$ cat src/hw/rtl/pse_pkg.sv
// Shared types and constants of the polyline stroke expander.
`default_nettype none
package pse_pkg;

  // Register indexes of the configuration port
  localparam int CFG_IDX_W = 2;
  localparam logic [CFG_IDX_W-1:0] CFG_LINE_WIDTH   = 2'd0;
  localparam logic [CFG_IDX_W-1:0] CFG_VERTEX_COLOR = 2'd1;
  localparam logic [CFG_IDX_W-1:0] CFG_CLOSED_LOOP  = 2'd2;

  localparam int REG_W = 32;

  // Normaliser: the larger magnitude is brought to this top bit
  localparam int NORM_TOP   = 29;
  // One result bit per square-root step
  localparam int ROOT_STEPS = 32;

  // Normaliser handshake
  typedef struct packed {
    logic start;
  } pse_norm_ctrl_t;

  typedef struct packed {
    logic busy;
    logic done;
  } pse_norm_stat_t;

endpackage
`default_nettype wire

$ cat src/hw/rtl/pse_norm.sv
// Iterative vector normaliser: shift search, squares, integer root, division.
`default_nettype none
module pse_norm
  import pse_pkg::*;
#(
  parameter int DW        = 33,
  parameter int FRAC_BITS = 16
) (
  input  wire logic                      clk_i,
  input  wire logic                      rst_ni,
  input  wire pse_norm_ctrl_t            ctrl_i,
  input  wire logic signed [DW-1:0]      vec_x_i,
  input  wire logic signed [DW-1:0]      vec_y_i,
  output pse_norm_stat_t                 stat_o,
  output logic signed [FRAC_BITS+1:0]    unit_x_o,
  output logic signed [FRAC_BITS+1:0]    unit_y_o
);

  localparam int F   = FRAC_BITS;
  localparam int NW  = (DW > NORM_TOP + 2) ? DW : NORM_TOP + 2;
  localparam int AW  = NORM_TOP + 1;
  localparam int RW  = 2 * ROOT_STEPS;
  localparam int LW  = AW + 1;
  localparam int QW  = F + 1;
  localparam int UW  = F + 2;
  localparam int DNW = AW + F + 1;
  localparam int CW  = $clog2(ROOT_STEPS);

  localparam logic [3:0] N_IDLE  = 4'd0;
  localparam logic [3:0] N_SHIFT = 4'd1;
  localparam logic [3:0] N_SQX   = 4'd2;
  localparam logic [3:0] N_SQY   = 4'd3;
  localparam logic [3:0] N_ROOT  = 4'd4;
  localparam logic [3:0] N_DSET  = 4'd5;
  localparam logic [3:0] N_DIV   = 4'd6;
  localparam logic [3:0] N_DONE  = 4'd7;

  logic [3:0]           state_q, state_d;
  logic [NW-1:0]        ax_q, ax_d, ay_q, ay_d;
  logic                 negx_q, negx_d, negy_q, negy_d;
  logic [RW-1:0]        n_q, n_d, res_q, res_d, bit_q, bit_d;
  logic [2*AW-1:0]      sq_q, sq_d;
  logic [CW-1:0]        cnt_q, cnt_d;
  logic [LW-1:0]        len_q, len_d, rem_q, rem_d;
  logic [QW-1:0]        lo_q, lo_d, quo_q, quo_d;
  logic                 comp_q, comp_d;
  logic signed [UW-1:0] ux_q, ux_d, uy_q, uy_d;

  logic [DW-1:0]        magx, magy;
  logic [NW-1:0]        mmax;
  logic [AW-1:0]        sq_op;
  logic [2*AW-1:0]      sqr;
  logic [RW-1:0]        rt;
  logic [DNW-1:0]       num;
  logic [LW:0]          dt;
  logic                 ge;
  logic [QW-1:0]        qcap;
  logic signed [UW-1:0] uval;

  assign magx  = vec_x_i[DW-1] ? DW'(-vec_x_i) : DW'(vec_x_i);
  assign magy  = vec_y_i[DW-1] ? DW'(-vec_y_i) : DW'(vec_y_i);
  assign mmax  = (ax_q > ay_q) ? ax_q : ay_q;
  // Shared squarer
  assign sq_op = (state_q == N_SQY) ? ay_q[AW-1:0] : ax_q[AW-1:0];
  assign sqr   = sq_op * sq_op;
  assign rt    = res_q + bit_q;
  assign num   = (DNW'(comp_q ? ay_q[AW-1:0] : ax_q[AW-1:0]) << F) + DNW'(len_q >> 1);
  assign dt    = {rem_q, lo_q[QW-1]};
  assign ge    = dt >= {1'b0, len_q};
  assign qcap  = (quo_d > (QW'(1) << F)) ? (QW'(1) << F) : quo_d;
  assign uval  = (comp_q ? negy_q : negx_q) ? -$signed({1'b0, qcap}) : $signed({1'b0, qcap});

  always_comb begin
    state_d = state_q;
    ax_d = ax_q;  ay_d = ay_q;  negx_d = negx_q;  negy_d = negy_q;
    n_d = n_q;  res_d = res_q;  bit_d = bit_q;  sq_d = sq_q;
    cnt_d = cnt_q;  len_d = len_q;  rem_d = rem_q;  lo_d = lo_q;
    quo_d = quo_q;  comp_d = comp_q;  ux_d = ux_q;  uy_d = uy_q;
    case (state_q)
      // Take a new vector; the done cycle takes one as well
      N_IDLE, N_DONE: begin
        if (state_q == N_DONE) begin
          state_d = N_IDLE;
        end
        if (ctrl_i.start) begin
          ax_d   = NW'(magx);
          ay_d   = NW'(magy);
          negx_d = vec_x_i[DW-1];
          negy_d = vec_y_i[DW-1];
          comp_d = 1'b0;
          if (magx == '0 && magy == '0) begin
            ux_d    = '0;
            uy_d    = '0;
            state_d = N_DONE;
          end else begin
            state_d = N_SHIFT;
          end
        end
      end
      // Bring the larger magnitude to the top bit, one place a cycle
      N_SHIFT: begin
        if ((mmax >> AW) != '0) begin
          ax_d = ax_q >> 1;
          ay_d = ay_q >> 1;
        end else if (!mmax[AW-1]) begin
          ax_d = ax_q << 1;
          ay_d = ay_q << 1;
        end else begin
          state_d = N_SQX;
        end
      end
      N_SQX: begin
        sq_d    = sqr;
        state_d = N_SQY;
      end
      N_SQY: begin
        n_d     = RW'(sq_q) + RW'(sqr);
        res_d   = '0;
        bit_d   = RW'(1) << (RW - 2);
        cnt_d   = '0;
        state_d = N_ROOT;
      end
      // Integer square root, one result bit a step
      N_ROOT: begin
        if (n_q >= rt) begin
          n_d   = n_q - rt;
          res_d = (res_q >> 1) + bit_q;
        end else begin
          res_d = res_q >> 1;
        end
        bit_d = bit_q >> 2;
        cnt_d = cnt_q + 1'b1;
        if (cnt_q == CW'(ROOT_STEPS - 1)) begin
          len_d   = res_d[LW-1:0];
          state_d = N_DSET;
        end
      end
      N_DSET: begin
        rem_d   = LW'(num >> (F + 1));
        lo_d    = num[QW-1:0];
        quo_d   = '0;
        cnt_d   = '0;
        state_d = N_DIV;
      end
      // Restoring division, one quotient bit a step
      N_DIV: begin
        rem_d = ge ? LW'(dt - {1'b0, len_q}) : dt[LW-1:0];
        lo_d  = lo_q << 1;
        quo_d = {quo_q[QW-2:0], ge};
        cnt_d = cnt_q + 1'b1;
        if (cnt_q == CW'(QW - 1)) begin
          if (comp_q) begin
            uy_d    = uval;
            state_d = N_DONE;
          end else begin
            ux_d    = uval;
            comp_d  = 1'b1;
            state_d = N_DSET;
          end
        end
      end
      default: begin
        state_d = N_IDLE;
      end
    endcase
  end

  always_ff @(posedge clk_i or negedge rst_ni) begin
    if (!rst_ni) begin
      state_q <= N_IDLE;
    end else begin
      state_q <= state_d;
    end
  end

  always_ff @(posedge clk_i) begin
    ax_q <= ax_d;  ay_q <= ay_d;  negx_q <= negx_d;  negy_q <= negy_d;
    n_q <= n_d;  res_q <= res_d;  bit_q <= bit_d;  sq_q <= sq_d;
    cnt_q <= cnt_d;  len_q <= len_d;  rem_q <= rem_d;  lo_q <= lo_d;
    quo_q <= quo_d;  comp_q <= comp_d;  ux_q <= ux_d;  uy_q <= uy_d;
  end

  assign stat_o.busy = (state_q != N_IDLE);
  assign stat_o.done = (state_q == N_DONE);
  assign unit_x_o    = ux_q;
  assign unit_y_o    = uy_q;

endmodule
`default_nettype wire

$ cat config.mk
export PLATFORM = sky130hd
export DESIGN_NAME = pse_norm
export DESIGN_NICKNAME = d
export VERILOG_FILES = /design/src/hw/rtl/pse_pkg.sv /design/src/hw/rtl/pse_norm.sv
export SDC_FILE = /design/constraint.sdc
export NUM_CORES = 2
export LEC_CHECK = 0
export ABC_AREA = 1
export BUFFER_PORTS_ARGS = -buffer_cell sky130_fd_sc_hd__buf_2
export CAP_MARGIN = 30
export CORE_UTILIZATION = 45
export DETAILED_ROUTE_END_ITERATION = 10
export PLACE_DENSITY = 0.6
export SLEW_MARGIN = 15
export SYNTH_ARGS = -nofsm -noshare
export SYNTH_HDL_FRONTEND = slang
export SYNTH_SLANG_ARGS = --single-unit
$ cat constraint.sdc
create_clock -name clk_i -period 9.15 [get_ports clk_i]
set_input_delay 0.4575 -clock clk_i [delete_from_list [all_inputs] [get_ports clk_i]]
set_output_delay 0.4575 -clock clk_i [all_outputs]
set_load 0.02 [all_outputs]
# Word level (Yosys, flattened, before mapping)
# Cells that the tools add are included.
[op_classes]
n_eq_ne = 20
reduce_logical = 22
muxes = 46
add_sub_neg = 10
magnitude_cmp = 4
multipliers = 1
[ops]
columns = ["cell", "count"]
rows = [
  ["64-bit one-hot mux with 2 select lines", 3],
  ["33-bit two-way mux", 9],
  ["33-bit one-hot mux with 2 select lines", 2],
  ["64-bit two-way mux", 2],
  ["18-bit two-way mux", 7],
  ["18-bit one-hot mux with 2 select lines", 2],
  ["17-bit one-hot mux with 2 select lines", 2],
  ["33-bit logical NOT", 2],
  ["33-bit negator", 2],
  ["63-bit by 64-bit adder with 64-bit output", 1],
  ["64-bit adder", 1],
  ["64-bit >= comparator", 1],
  ["64-bit subtractor", 1],
  ["31-bit one-hot mux with 2 select lines", 1],
  ["60-bit by 60-bit adder with 61-bit output", 1],
  ["30-bit by 30-bit multiplier with 60-bit output", 1],
  ["30-bit two-way mux", 2],
  ["46-bit by 30-bit adder with 47-bit output", 1],
  ["33-bit > comparator", 1],
  ["33-bit nonzero test", 1],
  ["32-bit by 31-bit >= comparator with 1-bit output", 1],
  ["31-bit two-way mux", 1],
  ["31-bit subtractor", 1],
  ["4-bit one-hot mux with 7 select lines", 1],
  ["24 further kinds", 56],
]
[word_totals]
register_bits = 462
out_inout_bits = 38
input_bits = 69

# Depth between registers and ports, before layout
[depth]
ltp_word = 9
depth_mapped = 53
mapped_depth_nobuf = 51

# Worst setup path after synthesis
# No wires, ideal clock.
[synth_timing]
kind = "reg2reg"
from = "register state_q[1]"
to = "register n_q[59], data pin"
setup_time_ns = 0.263
t_arrival_ns = 9.340
stages_incl_launch_ff = 45
required_time_ns = 8.887
slack_ns = -0.453
synth_period_minus_slack_ns = 9.603
path_cell_list = "dfrtp_1 > nand2_1 > nor2_1 > inv_2 > clkbuf_1 > nand2_1 > o21ai_1 > clkinv_1 > clkbuf_1 > nor2_1 > inv_1 > fa_1 > inv_1 > fa_1 > inv_1 > fa_1 > fa_1 > inv_1 > (+9 left out) > nand4_1 > or2_2 > nand3_1 > a31oi_1 > o21ai_0 > xor2_1 > ha_1 > nand2_1 > nor2_1 > inv_1 > nor4_1 > nand3_1 > nand3_1 > a21oi_1 > o21ai_0 > a21oi_1 > o21ai_0 > o21ai_0"
[synth_via]
elab_chain_len = 5
[synth_lines]
columns = ["item", "line", "source"]
rows = [
  ["start, declared", "pse_norm.sv:38", "logic [3:0] state_q, state_d;"],
  ["start signal, assigned", "pse_norm.sv:172", "state_q <= state_d;"],
  ["4-bit by 2-bit == test with 1-bit output", "pse_norm.sv:64", "assign sq_op = (state_q == N_SQY) ? ay_q[AW-1:0] : ax_q[AW-1:0];"],
  ["30-bit two-way mux", "pse_norm.sv:64", ""],
  ["30-bit by 30-bit multiplier with 60-bit output", "pse_norm.sv:65", "assign sqr = sq_op * sq_op;"],
  ["via sqr[41]", "pse_norm.sv:52", "logic [2*AW-1:0] sqr;"],
  ["60-bit by 60-bit adder with 61-bit output", "pse_norm.sv:117", "n_d = RW'(sq_q) + RW'(sqr);"],
  ["64-bit one-hot mux with 2 select lines", "pse_norm.sv:79", "case (state_q)"],
  ["via n_d[59]", "pse_norm.sv:41", "logic [RW-1:0] n_q, n_d, res_q, res_d, bit_q, bit_d;"],
  ["end signal, assigned", "pse_norm.sv:178", "n_q <= n_d; res_q <= res_d; bit_q <= bit_d; sq_q <= sq_d;"],
  ["end, declared", "pse_norm.sv:41", ""],
]
# The timed path passes the listed nets, and every way through them passes these cells.
# A chain may end at the register's enable or synchronous reset.

# Final worst setup path
[layout_timing]
from = "register state_q[1]"
to = "register n_q[60], data pin"
# The elaborated chain is that of the path after synthesis.

==> results.md <==
### Status
- status: finished with violations
- violated checks: negative setup slack

### Drt
- Vias per Instance: 5.32
- Routed WL per cell: 20.3 µm
- Post-DRT Antenna Nets: 0
- drc violations: 0
- routed wire length: 227000 µm
- total via count in the routed design: 59600
- drt initial violations: 4884
- first-pass iteration count of the detailed router: 6

### Floorplan
- FP Rows: 136
- Horiz. Die Dim: 376 µm
- die area: 141000 µm²
- boundary pin count: 107
- placeable core region: 138000 µm²
- starting density of the core: 0.456
- Die Span Y: 376 µm

### Clocking
- Clk Latency, worst-skew pair: 0.69 ns
- number of sinks on the clock net: 428
- Num CTS Buffers: 52
- TritonCTS clock tree: built
- library cell used as clock root buffer: sky130_fd_sc_hd__clkbuf_16
- worst-case clock buffer depth: 3
- clock input transition at the sequential cells of the worst setup and hold paths: 0.06 ns
- H-Tree Depth: 2

### Synth
- Netlist cell types: 62
- async set or reset register ratio after synthesis: 0.00701
- Post-synth top cells: sky130_fd_sc_hd__inv_1, sky130_fd_sc_hd__nand2_1, sky130_fd_sc_hd__nor2_1, sky130_fd_sc_hd__fa_1, sky130_fd_sc_hd__ha_1
- synthesized net count: 9521
- dominant cells by area after synthesis: sky130_fd_sc_hd__fa_1, sky130_fd_sc_hd__edfxtp_1, sky130_fd_sc_hd__ha_1
- post-synthesis cell type with the largest combined area: sky130_fd_sc_hd__fa_1
- most frequently used cell type in the post-synthesis netlist: sky130_fd_sc_hd__inv_1
- part of the Yosys area used for sequential elements: 0.201
- top flip-flop cell by instance count after synthesis: sky130_fd_sc_hd__edfxtp_1
- number of enable-type register cells in the synthesized netlist: 408
- Seq cells post-synth: 428
- Synth Warn #: 0
- post-synthesis cell count: 8229
- Cell Area, Synth: 63000 µm²
- synthesized area per cell: 7.66 µm²
- portion of synthesized cell area occupied by the leading cell type: 0.222

### Finish
- fraction of final layout cells with drive strength greater than 1: 0.203
- area added between synthesis and finish: 25.5%
- number of nets in the layout: 10600
- number of inserted diodes: 0
- Layout Cell Area excl Fill: 79000 µm²
- fill cell total of the finished layout: 13000
- footprint of the multi-input gates: 46600 µm²
- non-filler instance count after layout: 11200
- sequential standard cell area: 12700 µm²

### Setup path
- Worst Path Max Fanout: 9
- dominant cell type by count on the critical path: sky130_fd_sc_hd__fa_1
- Critical R2R Launch: state_q[1]
- arrival time of the worst setup path: 10.12 ns
- Crit-path slowest cell: sky130_fd_sc_hd__fa_2
- delay of the slowest critical-path stage: 0.62 ns
- kind of start point of the critical path: flop
- required time of the worst setup path: 9.52 ns
- worst reg2reg endpoint: n_q[60]
- slack of the worst reg-to-reg path: -0.60 ns
- path type of the worst setup path: reg -> reg
- r2r worst-path depth: 41
- critical path endpoint category: flop

### STA
- worst clock skew: 0.0591 ns
- tightest slew margin relative to the limit: 0.346
- Period Utilization, post-route: 1.07
- Final Critical Period: 9.75 ns
- Tightest Pin Transition: 0.981 ns
- setup repair after global routing missed its margin: true
- Finish-stage setup viols: 33
- final count of hold timing violations: 0
- final worst setup slack: -0.595 ns
- Slew Viols, Final: 0
- f_max: 0.103 GHz

### Global routing
- antenna violations before repair: 2
- largest net degree at the start of global routing: 98
- gr ovfl total: 0
- global-route wire length before repair: 346000 µm
- via count of the first global-routing pass: 60000
- All-Layer GR Usage: 0.318

### Place
- worst slack at placement: -1.37 ns
- placed cells: 11000
- GP Congestion: 1.01
- HPWL Detailed: 190000 µm
- number of buffers inserted by port buffering: 106
- instance area after placement: 73300 µm²

### Hold path
- Tightest Hold Check Type: in -> async

### Flow run
- max-capacitance violation count: 0

## through the flow
step                       util  hold slack, ns  setup TNS (ns)
after floorplan               -           0.162               0
after global placement    0.530           0.268          -38.32
after detailed placement  0.530           0.273          -35.69
after CTS                 0.563           0.156           -8.17
after global routing      0.572           0.161          -26.39
final                     0.572           0.187          -12.22
## layer usage
metal,routed length [µm],vias up,GRT usage
li1,-,28400,-
met1,96600,28900,0.429
met2,107000,1935,0.531
met3,13600,378,0.0288
met4,9540,4,0.114
met5,20,-,0
## critical path, delay by kind of cell (launching register included)
| family | cells | cell delay [ns] |
|---|---|---|
| fa+ha+maj | 10 | 4.67 |
| buf+inv | 12 | 1.46 |
| simple gates | 5 | 0.67 |
| xor+xnor | 1 | 0.15 |
| flops | 1 | 0.37 |
| compound gates | 13 | 2.12 |
## cell families after synthesis
kind of cell	after synthesis	synth area share
AND/OR/NAND/NOR	3005	0.193
buffers and inverters	1853	0.112
AO/OA/AOI/OAI	1447	0.130
adder cells (fa/ha/maj)	1223	0.326
flip-flops	428	0.201
XOR/XNOR	273	0.0382
## final cells by class
| class | instances | area share |
|---|---|---|
| clock buffer | 60 | 0.0171 |
| timing repair buffer | 1174 | 0.118 |
| clock inverter | 37 | 0.00545 |
| tap | 1863 | 0.0295 |
| inverter | 1687 | 0.0805 |
| sequential | 428 | 0.160 |
| multi-input combinational | 5948 | 0.590 |
## repair_timing
item                                    4_1_cts  5_1_grt
resized for setup                           556      243
hold buffers                                  1        0
pin swaps                                   105       75
endpoints found under the setup margin       47       47
gates cloned                                  2        0
buffers inserted                             40       24
endpoints found under the hold margin         3        0
## cells in the final DEF, fill, tap and decap left out, types with 15 or more instances in the layout
cell,instances
sky130_fd_sc_hd__inv_1,1626
sky130_fd_sc_hd__nand2_1,1444
sky130_fd_sc_hd__buf_4,981
sky130_fd_sc_hd__nor2_1,882
sky130_fd_sc_hd__fa_1,673
sky130_fd_sc_hd__ha_1,470
sky130_fd_sc_hd__a21oi_1,437
sky130_fd_sc_hd__o21ai_0,429
sky130_fd_sc_hd__edfxtp_1,408
sky130_fd_sc_hd__nand3_1,199
sky130_fd_sc_hd__xor2_1,140
sky130_fd_sc_hd__buf_2,106
sky130_fd_sc_hd__o211ai_1,104
sky130_fd_sc_hd__xnor2_1,103
sky130_fd_sc_hd__nor2_2,99
sky130_fd_sc_hd__nand4_1,72
sky130_fd_sc_hd__a21oi_2,65
sky130_fd_sc_hd__nand2_2,62
sky130_fd_sc_hd__o21ai_1,60
sky130_fd_sc_hd__nor3_1,59
sky130_fd_sc_hd__a31oi_1,58
sky130_fd_sc_hd__clkbuf_16,52
sky130_fd_sc_hd__ha_4,49
sky130_fd_sc_hd__a21o_1,48
sky130_fd_sc_hd__inv_2,46
sky130_fd_sc_hd__nor2_4,44
sky130_fd_sc_hd__buf_6,41
sky130_fd_sc_hd__buf_12,40
sky130_fd_sc_hd__o21ai_2,37
sky130_fd_sc_hd__o21bai_1,35
sky130_fd_sc_hd__nor4_1,33
sky130_fd_sc_hd__fa_2,26
sky130_fd_sc_hd__o21ai_4,22
sky130_fd_sc_hd__o21a_1,22
sky130_fd_sc_hd__a21oi_4,21
sky130_fd_sc_hd__or2_2,21
sky130_fd_sc_hd__dfxtp_1,17
sky130_fd_sc_hd__nand3b_1,16
sky130_fd_sc_hd__nand3_2,15
## worst max-delay path by stage
stage / from / end / slack [ns] / cells past startpoint
after floorplan: state_q[1] / n_q[59] / 0.006 / 44
after global placement: state_q[1] / n_q[53] / -1.48 / 40
after detailed placement: state_q[1] / n_q[57] / -1.37 / 39
after CTS: state_q[1] / n_q[57] / -0.56 / 44
after global routing: state_q[0] / n_q[55] / -1.0 / 49
final: state_q[1] / n_q[60] / -0.60 / 41
## flip-flops by register name, summed over array words and instances, names as in the netlist, 31 cells and up
name and flops:
sq_q 59, ay_q 33, len_q 31, bit_q 32, ax_q 33, res_q 64
n_q 64, rem_q 31
Power is left out: the tool's default activity adds up to more than one toggle a clock period on the data nets, which glitch-free logic cannot reach.
